$ cat config.mk
export PLATFORM = sky130hd
export DESIGN_NAME = seconds_to_calendar_date
export DESIGN_NICKNAME = d
export VERILOG_FILES = /design/src/hw/rtl/s2cd_pkg.sv /design/src/hw/rtl/s2cd_cmp_sub.sv /design/src/hw/rtl/seconds_to_calendar_date.sv
export SDC_FILE = /design/constraint.sdc
export NUM_CORES = 1
export LEC_CHECK = 0
export ABC_AREA = 1
export BUFFER_PORTS_ARGS = -buffer_cell sky130_fd_sc_hd__buf_2
export CAP_MARGIN = 30
export CORE_ASPECT_RATIO = 0.8
export CORE_MARGIN = 2
export CORE_UTILIZATION = 61
export CTS_CLUSTER_SIZE = 16
export DETAILED_ROUTE_END_ITERATION = 10
export PLACE_DENSITY = 0.81
export SLEW_MARGIN = 0
export SYNTH_ARGS = -nofsm -noshare
export SYNTH_HDL_FRONTEND = slang
export SYNTH_SLANG_ARGS = --single-unit
$ cat constraint.sdc
create_clock -name i_clk -period 7.3 [get_ports i_clk]
set_input_delay 1.825 -clock i_clk [delete_from_list [all_inputs] [get_ports i_clk]]
set_output_delay 1.825 -clock i_clk [all_outputs]
set_load 0.05 [all_outputs]
$ cat src/hw/rtl/s2cd_pkg.sv
// ---------------------------------------------------------------------------
// s2cd_pkg
// Shared widths, calendar constants and the month length table.
// ---------------------------------------------------------------------------
`default_nettype none

package s2cd_pkg;

    localparam int DataW    = 32;   // seconds datapath
    localparam int YearW    = 14;   // year port width
    localparam int YearExtW = 15;   // year while counting, room for carry past 16383
    localparam int DayW     = 9;    // day of year, 0..365
    localparam int StepW    = 4;    // step counter of the divide phases

    localparam logic [DataW-1:0] SecsLeapYear   = 32'd31622400;
    localparam logic [DataW-1:0] SecsCommonYear = 32'd31536000;
    localparam logic [DataW-1:0] SecsPerDay     = 32'd86400;
    localparam logic [DataW-1:0] SecsPerHour    = 32'd3600;
    localparam logic [DataW-1:0] SecsPerMin     = 32'd60;

    localparam int Year400      = 400;
    localparam int CenturyYears = 100;
    localparam int FebLeapDays  = 29;

    localparam logic [YearW-1:0] EpochReset = 14'd2000;

    // Top shift of each restoring divide phase
    localparam logic [StepW-1:0] YmodTopStep  = 4'd5;  // 400 << 5 still below 16384
    localparam logic [StepW-1:0] Ym100TopStep = 4'd1;  // remainder < 400, 100 << 1
    localparam logic [StepW-1:0] DayTopStep   = 4'd8;  // day of year < 512
    localparam logic [StepW-1:0] HourTopStep  = 4'd4;  // hour < 32
    localparam logic [StepW-1:0] MinTopStep   = 4'd5;  // minute < 64

    localparam logic [3:0] FebIdx       = 4'd1;
    localparam logic [3:0] LastMonthIdx = 4'd11;

    // Days in month m (0 is January)
    function automatic logic [4:0] month_len(input logic [3:0] m, input logic leap);
        logic [4:0] len;
        case (m)
            4'd0, 4'd2, 4'd4, 4'd6, 4'd7, 4'd9, 4'd11: len = 5'd31;
            4'd3, 4'd5, 4'd8, 4'd10:                   len = 5'd30;
            4'd1:    len = leap ? 5'(FebLeapDays) : 5'd28;
            default: len = 5'd31;
        endcase
        return len;
    endfunction

endpackage

`default_nettype wire

$ cat src/hw/rtl/s2cd_cmp_sub.sv
// ---------------------------------------------------------------------------
// s2cd_cmp_sub
// Shared compare and subtract unit: reports a >= b and gives a - b.
// ---------------------------------------------------------------------------
`default_nettype none

module s2cd_cmp_sub (
    input  wire logic [s2cd_pkg::DataW-1:0] i_a,
    input  wire logic [s2cd_pkg::DataW-1:0] i_b,
    output logic                            o_ge,
    output logic [s2cd_pkg::DataW-1:0]      o_diff
);

    logic [s2cd_pkg::DataW:0] diff_ext;

    // Borrow out of the wide subtract flags a < b
    assign diff_ext = {1'b0, i_a} - {1'b0, i_b};
    assign o_ge     = ~diff_ext[s2cd_pkg::DataW];
    assign o_diff   = diff_ext[s2cd_pkg::DataW-1:0];

endmodule

`default_nettype wire

$ cat src/hw/rtl/seconds_to_calendar_date.sv
// Accept leads to the result strobe once the sequencer has taken off Y whole
// years and M whole months (Y <= 136, M <= 11); one compare/subtract unit
// does every step. One item at a time: a new one is taken only while idle,
// and busy falls with the strobe.
// The receiver cannot stall; each result shows for one cycle.
// Reset: synchronous, active low; clears control and sets epoch_year to 2000.
// ---------------------------------------------------------------------------
// seconds_to_calendar_date
// Converts seconds since the epoch year to year, month, day, hour, minute
// and second by repeated compare and subtract under a small sequencer.
// ---------------------------------------------------------------------------
`default_nettype none

module seconds_to_calendar_date (
    input  wire logic        i_clk,
    input  wire logic        i_rst_n,
    input  wire logic        i_cfg_wr_en,
    input  wire logic [13:0] i_cfg_wr_data,
    input  wire logic        start,
    input  wire logic [31:0] i_elapsed_seconds,
    output logic             busy,
    output logic             o_result_valid,
    output logic [13:0]      o_cal_year,
    output logic [3:0]       o_cal_month,
    output logic [4:0]       o_cal_day,
    output logic [4:0]       o_cal_hour,
    output logic [5:0]       o_cal_minute,
    output logic [5:0]       o_cal_second
);

    typedef enum logic [2:0] {
        ST_IDLE,
        ST_YMOD,
        ST_YM100,
        ST_YEAR,
        ST_DAY,
        ST_MON,
        ST_HOUR,
        ST_MIN
    } t_state;

    localparam int DW = s2cd_pkg::DataW;

    t_state                          r_state,  n_state;
    logic [s2cd_pkg::YearW-1:0]      r_epoch,  n_epoch;
    logic [DW-1:0]                   r_rem,    n_rem;
    logic [s2cd_pkg::YearExtW-1:0]   r_year,   n_year;
    logic [s2cd_pkg::YearW-1:0]      r_ywork,  n_ywork;
    logic [8:0]                      r_y400,   n_y400;
    logic [6:0]                      r_y100,   n_y100;
    logic [s2cd_pkg::StepW-1:0]      r_step,   n_step;
    logic [s2cd_pkg::DayW-1:0]       r_quot,   n_quot;
    logic [3:0]                      r_month,  n_month;
    logic [4:0]                      r_hour,   n_hour;
    logic [5:0]                      r_min,    n_min;
    logic                            r_valid,  n_valid;
    logic [13:0]                     r_cal_year,   n_cal_year;
    logic [3:0]                      r_cal_month,  n_cal_month;
    logic [4:0]                      r_cal_day,    n_cal_day;
    logic [4:0]                      r_cal_hour,   n_cal_hour;
    logic [5:0]                      r_cal_minute, n_cal_minute;
    logic [5:0]                      r_cal_second, n_cal_second;

    logic [DW-1:0] op_a;
    logic [DW-1:0] op_b;
    logic [DW-1:0] op_diff;
    logic          op_ge;
    logic          is_leap;

    s2cd_cmp_sub u_cmp_sub (
        .i_a    (op_a),
        .i_b    (op_b),
        .o_ge   (op_ge),
        .o_diff (op_diff)
    );

    // Leap rule from the tracked residues of the current year
    assign is_leap = ((r_year[1:0] == 2'd0) && (r_y100 != 7'd0)) || (r_y400 == 9'd0);

    // Sequencer: pick operands for the shared unit and advance
    always_comb begin
        n_state      = r_state;
        n_epoch      = r_epoch;
        n_rem        = r_rem;
        n_year       = r_year;
        n_ywork      = r_ywork;
        n_y400       = r_y400;
        n_y100       = r_y100;
        n_step       = r_step;
        n_quot       = r_quot;
        n_month      = r_month;
        n_hour       = r_hour;
        n_min        = r_min;
        n_valid      = 1'b0;
        n_cal_year   = r_cal_year;
        n_cal_month  = r_cal_month;
        n_cal_day    = r_cal_day;
        n_cal_hour   = r_cal_hour;
        n_cal_minute = r_cal_minute;
        n_cal_second = r_cal_second;
        op_a         = r_rem;
        op_b         = s2cd_pkg::SecsPerDay;

        if (i_cfg_wr_en) begin
            n_epoch = i_cfg_wr_data;
        end

        unique case (r_state)
            ST_IDLE: begin
                if (start) begin
                    n_state = ST_YMOD;
                    n_rem   = i_elapsed_seconds;
                    n_year  = {1'b0, r_epoch};
                    n_ywork = r_epoch;
                    n_step  = s2cd_pkg::YmodTopStep;
                end
            end

            // Epoch year mod 400 by restoring division
            ST_YMOD: begin
                op_a = DW'(r_ywork);
                op_b = DW'(s2cd_pkg::Year400) << r_step;
                if (op_ge) begin
                    n_ywork = op_diff[s2cd_pkg::YearW-1:0];
                end
                if (r_step == '0) begin
                    n_y400  = n_ywork[8:0];
                    n_state = ST_YM100;
                    n_step  = s2cd_pkg::Ym100TopStep;
                end else begin
                    n_step = r_step - 4'd1;
                end
            end

            // Reduce the mod-400 residue to mod 100
            ST_YM100: begin
                op_a = DW'(r_ywork);
                op_b = DW'(s2cd_pkg::CenturyYears) << r_step;
                if (op_ge) begin
                    n_ywork = op_diff[s2cd_pkg::YearW-1:0];
                end
                if (r_step == '0) begin
                    n_y100  = n_ywork[6:0];
                    n_state = ST_YEAR;
                end else begin
                    n_step = r_step - 4'd1;
                end
            end

            // Take off whole years, one per cycle
            ST_YEAR: begin
                op_a = r_rem;
                op_b = is_leap ? s2cd_pkg::SecsLeapYear : s2cd_pkg::SecsCommonYear;
                if (op_ge) begin
                    n_rem  = op_diff;
                    n_year = r_year + 15'd1;
                    n_y400 = (r_y400 == 9'(s2cd_pkg::Year400 - 1)) ? 9'd0 : r_y400 + 9'd1;
                    n_y100 = (r_y100 == 7'(s2cd_pkg::CenturyYears - 1)) ?
                             7'd0 : r_y100 + 7'd1;
                end else begin
                    n_state = ST_DAY;
                    n_step  = s2cd_pkg::DayTopStep;
                    n_quot  = '0;
                end
            end

            // Day of year and seconds of day
            ST_DAY: begin
                op_a = r_rem;
                op_b = s2cd_pkg::SecsPerDay << r_step;
                if (op_ge) begin
                    n_rem = op_diff;
                end
                n_quot = {r_quot[s2cd_pkg::DayW-2:0], op_ge};
                if (r_step == '0) begin
                    n_state = ST_MON;
                    n_month = '0;
                end else begin
                    n_step = r_step - 4'd1;
                end
            end

            // Take off whole months; December takes the rest
            ST_MON: begin
                op_a = DW'(r_quot);
                op_b = DW'(s2cd_pkg::month_len(r_month,
                                               is_leap && (r_month == s2cd_pkg::FebIdx)));
                if ((r_month == s2cd_pkg::LastMonthIdx) || !op_ge) begin
                    n_state = ST_HOUR;
                    n_step  = s2cd_pkg::HourTopStep;
                    n_hour  = '0;
                end else begin
                    n_quot  = op_diff[s2cd_pkg::DayW-1:0];
                    n_month = r_month + 4'd1;
                end
            end

            ST_HOUR: begin
                op_a = r_rem;
                op_b = s2cd_pkg::SecsPerHour << r_step;
                if (op_ge) begin
                    n_rem = op_diff;
                end
                n_hour = {r_hour[3:0], op_ge};
                if (r_step == '0) begin
                    n_state = ST_MIN;
                    n_step  = s2cd_pkg::MinTopStep;
                    n_min   = '0;
                end else begin
                    n_step = r_step - 4'd1;
                end
            end

            // Minutes; the remainder is the second, then publish the item
            ST_MIN: begin
                op_a = r_rem;
                op_b = s2cd_pkg::SecsPerMin << r_step;
                if (op_ge) begin
                    n_rem = op_diff;
                end
                n_min = {r_min[4:0], op_ge};
                if (r_step == '0) begin
                    n_state      = ST_IDLE;
                    n_valid      = 1'b1;
                    n_cal_year   = r_year[s2cd_pkg::YearW-1:0];
                    n_cal_month  = r_month + 4'd1;
                    n_cal_day    = r_quot[4:0] + 5'd1;
                    n_cal_hour   = r_hour;
                    n_cal_minute = n_min;
                    n_cal_second = n_rem[5:0];
                end else begin
                    n_step = r_step - 4'd1;
                end
            end

            default: begin
                n_state = ST_IDLE;
            end
        endcase
    end

    // Hold state, working registers and the registered result
    always_ff @(posedge i_clk) begin
        r_rem        <= n_rem;
        r_year       <= n_year;
        r_ywork      <= n_ywork;
        r_y400       <= n_y400;
        r_y100       <= n_y100;
        r_step       <= n_step;
        r_quot       <= n_quot;
        r_month      <= n_month;
        r_hour       <= n_hour;
        r_min        <= n_min;
        r_cal_year   <= n_cal_year;
        r_cal_month  <= n_cal_month;
        r_cal_day    <= n_cal_day;
        r_cal_hour   <= n_cal_hour;
        r_cal_minute <= n_cal_minute;
        r_cal_second <= n_cal_second;
        if (!i_rst_n) begin
            r_state <= ST_IDLE;
            r_valid <= 1'b0;
            r_epoch <= s2cd_pkg::EpochReset;
        end else begin
            r_state <= n_state;
            r_valid <= n_valid;
            r_epoch <= n_epoch;
        end
    end

    assign busy           = (r_state != ST_IDLE);
    assign o_result_valid = r_valid;
    assign o_cal_year     = r_cal_year;
    assign o_cal_month    = r_cal_month;
    assign o_cal_day      = r_cal_day;
    assign o_cal_hour     = r_cal_hour;
    assign o_cal_minute   = r_cal_minute;
    assign o_cal_second   = r_cal_second;

endmodule

`default_nettype wire

==> flow_summary.json <==
{
  "synth_top_cell_by_area": "edfxtp_1",
  "grt_max_degree": 34,
  "synth_cell_types": 51,
  "hold_depth": 0,
  "firstDrtPassIters": 7,
  "crit_fanout": 23,
  "worstSetupPathType": "flop to flop",
  "cts.hold.buffers_added": 0,
  "final_hold_viol_count": 0,
  "fin_skew_ns": 0.0100,
  "synth_seq_area_share": 0.453,
  "cts.sinks": 161,
  "synth_fp_nets": 1383,
  "drv_cap": 0,
  "grt_pass1_wl_mm": 46.6,
  "ys_warn_count": 0,
  "postSynth.asyncResetShare": 0,
  "htreeDepth": 4,
  "synthCells": 1288,
  "synth_edf_count": 143,
  "syn_area_per_cell_um2": 7.97,
  "min_path_type": "flop to flop",
  "post-cts-setup-buffers": 0,
  "cp-end-kind": "flop",
  "grt_pass1_vias": 8707,
  "cts_root_buf": "clkbuf_16",
  "worstMarginPinSlew_ns": 1.06,
  "antenna_found_initial": 0,
  "diodes": 0,
  "synthTopCellsByArea": "edfxtp_1, nand2_1, nor2_1",
  "fillers": 1315,
  "die_y_um": 120,
  "synthesis.area_mm2": 0.0103,
  "routed_wirelength_mm": 29.9,
  "ff2ff_setup_slack_ns": 1.91,
  "rsz0062_at_grt": "false",
  "worst_ep_required_time_ns": 7.36,
  "final_nets": 1464,
  "fp.dieW_um": 149,
  "crit_path_start": "r_state[2]",
  "wl_per_cell_um": 18.7,
  "synth_top_area_share": 0.418,
  "finalSetupViolations": 0,
  "overflow": 0,
  "final_layout_size_suffix_gt1_frac": 0.125,
  "grtUsageTotal": 0.341,
  "slew_violations": 0,
  "cp-endpoint": "r_quot[0]",
  "status": "finished, final reports clean",
  "post-route-drc-count": 0,
  "row_count": 42,
  "reg2reg_to": "r_quot[0]",
  "design.portCount": 92,
  "synth_common_cells": "nand2_1, nor2_1, edfxtp_1",
  "drt_iter0_markers": 1496,
  "r2r_start": "r_state[2]",
  "timing.fmax_mhz": 186,
  "min_period_ns": 5.39,
  "initial_core_util": 0.622,
  "maxSlewHeadroom": 0.295,
  "fin_crit_sh": 0.738,
  "portBuffers": 91,
  "cts_tree": "yes",
  "worstRegToRegCells": 20,
  "cts_made_buffers": 17,
  "synth_most_common_cell": "nand2_1",
  "place_hpwl_mm": 22.5,
  "ys_seq_elements": 161,
  "syn_to_final_growth_pct": 12.0,
  "setup_tns_ns": 0,
  "clk_pin_slew_worst_paths_ns": 0.07,
  "cp.arrival_ns": 5.45,
  "gp_congestion": 1.01,
  "core_area_mm2": 0.0165,
  "synth-main-ff-cell": "edfxtp_1",
  "die-area_mm2": 0.0179,
  "cts_resized": 0,
  "via_per_inst": 6.01,
  "clk_path_buf_depth": 2,
  "clk_latency_ns": 0.44,
  "drtAntennaViolNets": 0,
  "vias": 9628,
  "startpoint_type": "flop"
}
-- stage by stage --
stage               worst slack [ns]  std cells  area, µm²  utilization  hold WS (ns)
CTS                             2.18       1601      11500        0.696         0.435
global route                    1.63       1602      11500        0.697         0.440
global placement                2.29       1567      10800        0.657         0.402
floorplan                       3.67       1288      10300            -         0.400
detailed placement              2.22       1569      10900        0.660         0.418
finish                          1.91       1602      11500        0.697         0.432
-- logic make-up (layout without fill, tap and decap cells) --
| logic type | after synthesis | count (layout) | synth area share |
|---|---|---|---|
| xor gates and xnor gates | 36 | 36 | 0.0307 |
| AOI/OAI and AO/OA | 252 | 252 | 0.140 |
| adders and majority gates | 45 | 45 | 0.0556 |
| muxes | 1 | 1 | 0.000975 |
| buffers and inverters | 187 | 281 | 0.0745 |
| and+or+nand+nor | 606 | 606 | 0.245 |
| DFF | 161 | 161 | 0.453 |
-- area by class of cell --
type	instances	area, µm²	share of cell area
Clock buffer	17	425	0.0370
Clock inverter	15	166	0.0145
Inverter	148	556	0.0483
Multi-Input combinational cell	940	4860	0.422
Sequential cell	161	4650	0.405
Tap cell	220	275	0.0239
Timing Repair Buffer	101	563	0.0490
-- worst min-delay path by stage --
stage               from         endpoint
2_1_floorplan  r_hour[4]    o_cal_hour[4]
3_3_place_gp    r_min[4]  o_cal_minute[5]
3_5_place_dp    r_min[4]  o_cal_minute[5]
4_1_cts         r_min[4]  o_cal_minute[5]
5_1_grt         r_min[4]  o_cal_minute[5]
6_report        r_min[4]  o_cal_minute[5]
-- flip-flops by register name (all words and copies together) (netlist names), 6 cells and up --
signal,cells
r_rem,32
o_cal_minute,6
r_y100,7
r_quot,9
o_cal_year,14
r_y400,9
r_epoch,14
r_ywork,14
o_cal_second,6
r_year,14
-- layer usage --
| layer | routed length (µm) | vias to the layer above | track usage |
|---|---|---|---|
| met2 | 12400 | 629 | 0.468 |
| met4 | 606 | 0 | 0.0857 |
| li1 | - | 4481 | - |
| met1 | 13100 | 4450 | 0.524 |
| met5 | 0 | - | 0 |
| met3 | 3820 | 68 | 0.103 |
-- layout by cell type, fill, tap and decap left out, types with 3 or more instances in the layout --
| master | netlist | routed |
|---|---|---|
| nor4_1 | 5 | 5 |
| xnor2_1 | 12 | 12 |
| nor3_1 | 15 | 15 |
| a21oi_1 | 60 | 60 |
| buf_2 | 5 | 91 |
| inv_8 | 0 | 5 |
| inv_6 | 0 | 5 |
| buf_4 | 7 | 8 |
| a32o_1 | 5 | 5 |
| nand2_2 | 9 | 9 |
| a31oi_1 | 19 | 19 |
| o22ai_1 | 7 | 7 |
| edfxtp_1 | 143 | 143 |
| a22o_1 | 4 | 4 |
| nand3b_1 | 3 | 3 |
| nor2_1 | 151 | 149 |
| ha_1 | 44 | 44 |
| inv_2 | 5 | 5 |
| o21ai_2 | 3 | 3 |
| clkbuf_16 | 0 | 17 |
| nand3_2 | 5 | 5 |
| o31ai_1 | 4 | 4 |
| o21ai_0 | 111 | 110 |
| a21o_1 | 4 | 4 |
| xor2_1 | 24 | 24 |
| nand3_1 | 51 | 51 |
| o21bai_1 | 5 | 5 |
| nand2_1 | 348 | 348 |
| or2_2 | 7 | 7 |
| nand4_1 | 6 | 6 |
| o21ai_1 | 12 | 13 |
| o21a_1 | 4 | 4 |
| dfxtp_1 | 18 | 18 |
| inv_1 | 142 | 142 |
-- critical path, cell delays in order, from the launching register on --
cell	delay [ns]
dfxtp_1	0.56
inv_2	0.13
nand3_2	0.24
nand2_1	0.11
inv_1	0.11
nand2_2	0.08
nor2_1	0.14
nand2_2	0.09
nand2_1	0.26
inv_1	0.22
a311oi_1	0.58
ha_1	0.44
nand2_1	0.14
inv_1	0.05
a21oi_1	0.19
nand2_1	0.11
a21oi_2	0.18
nand2_4	0.22
nand2_1	0.30
o21ai_0	0.15
a21oi_1	0.69
Power is left out: the tool's default activity adds up to more than one toggle a clock period on the data nets, which glitch-free logic cannot reach.
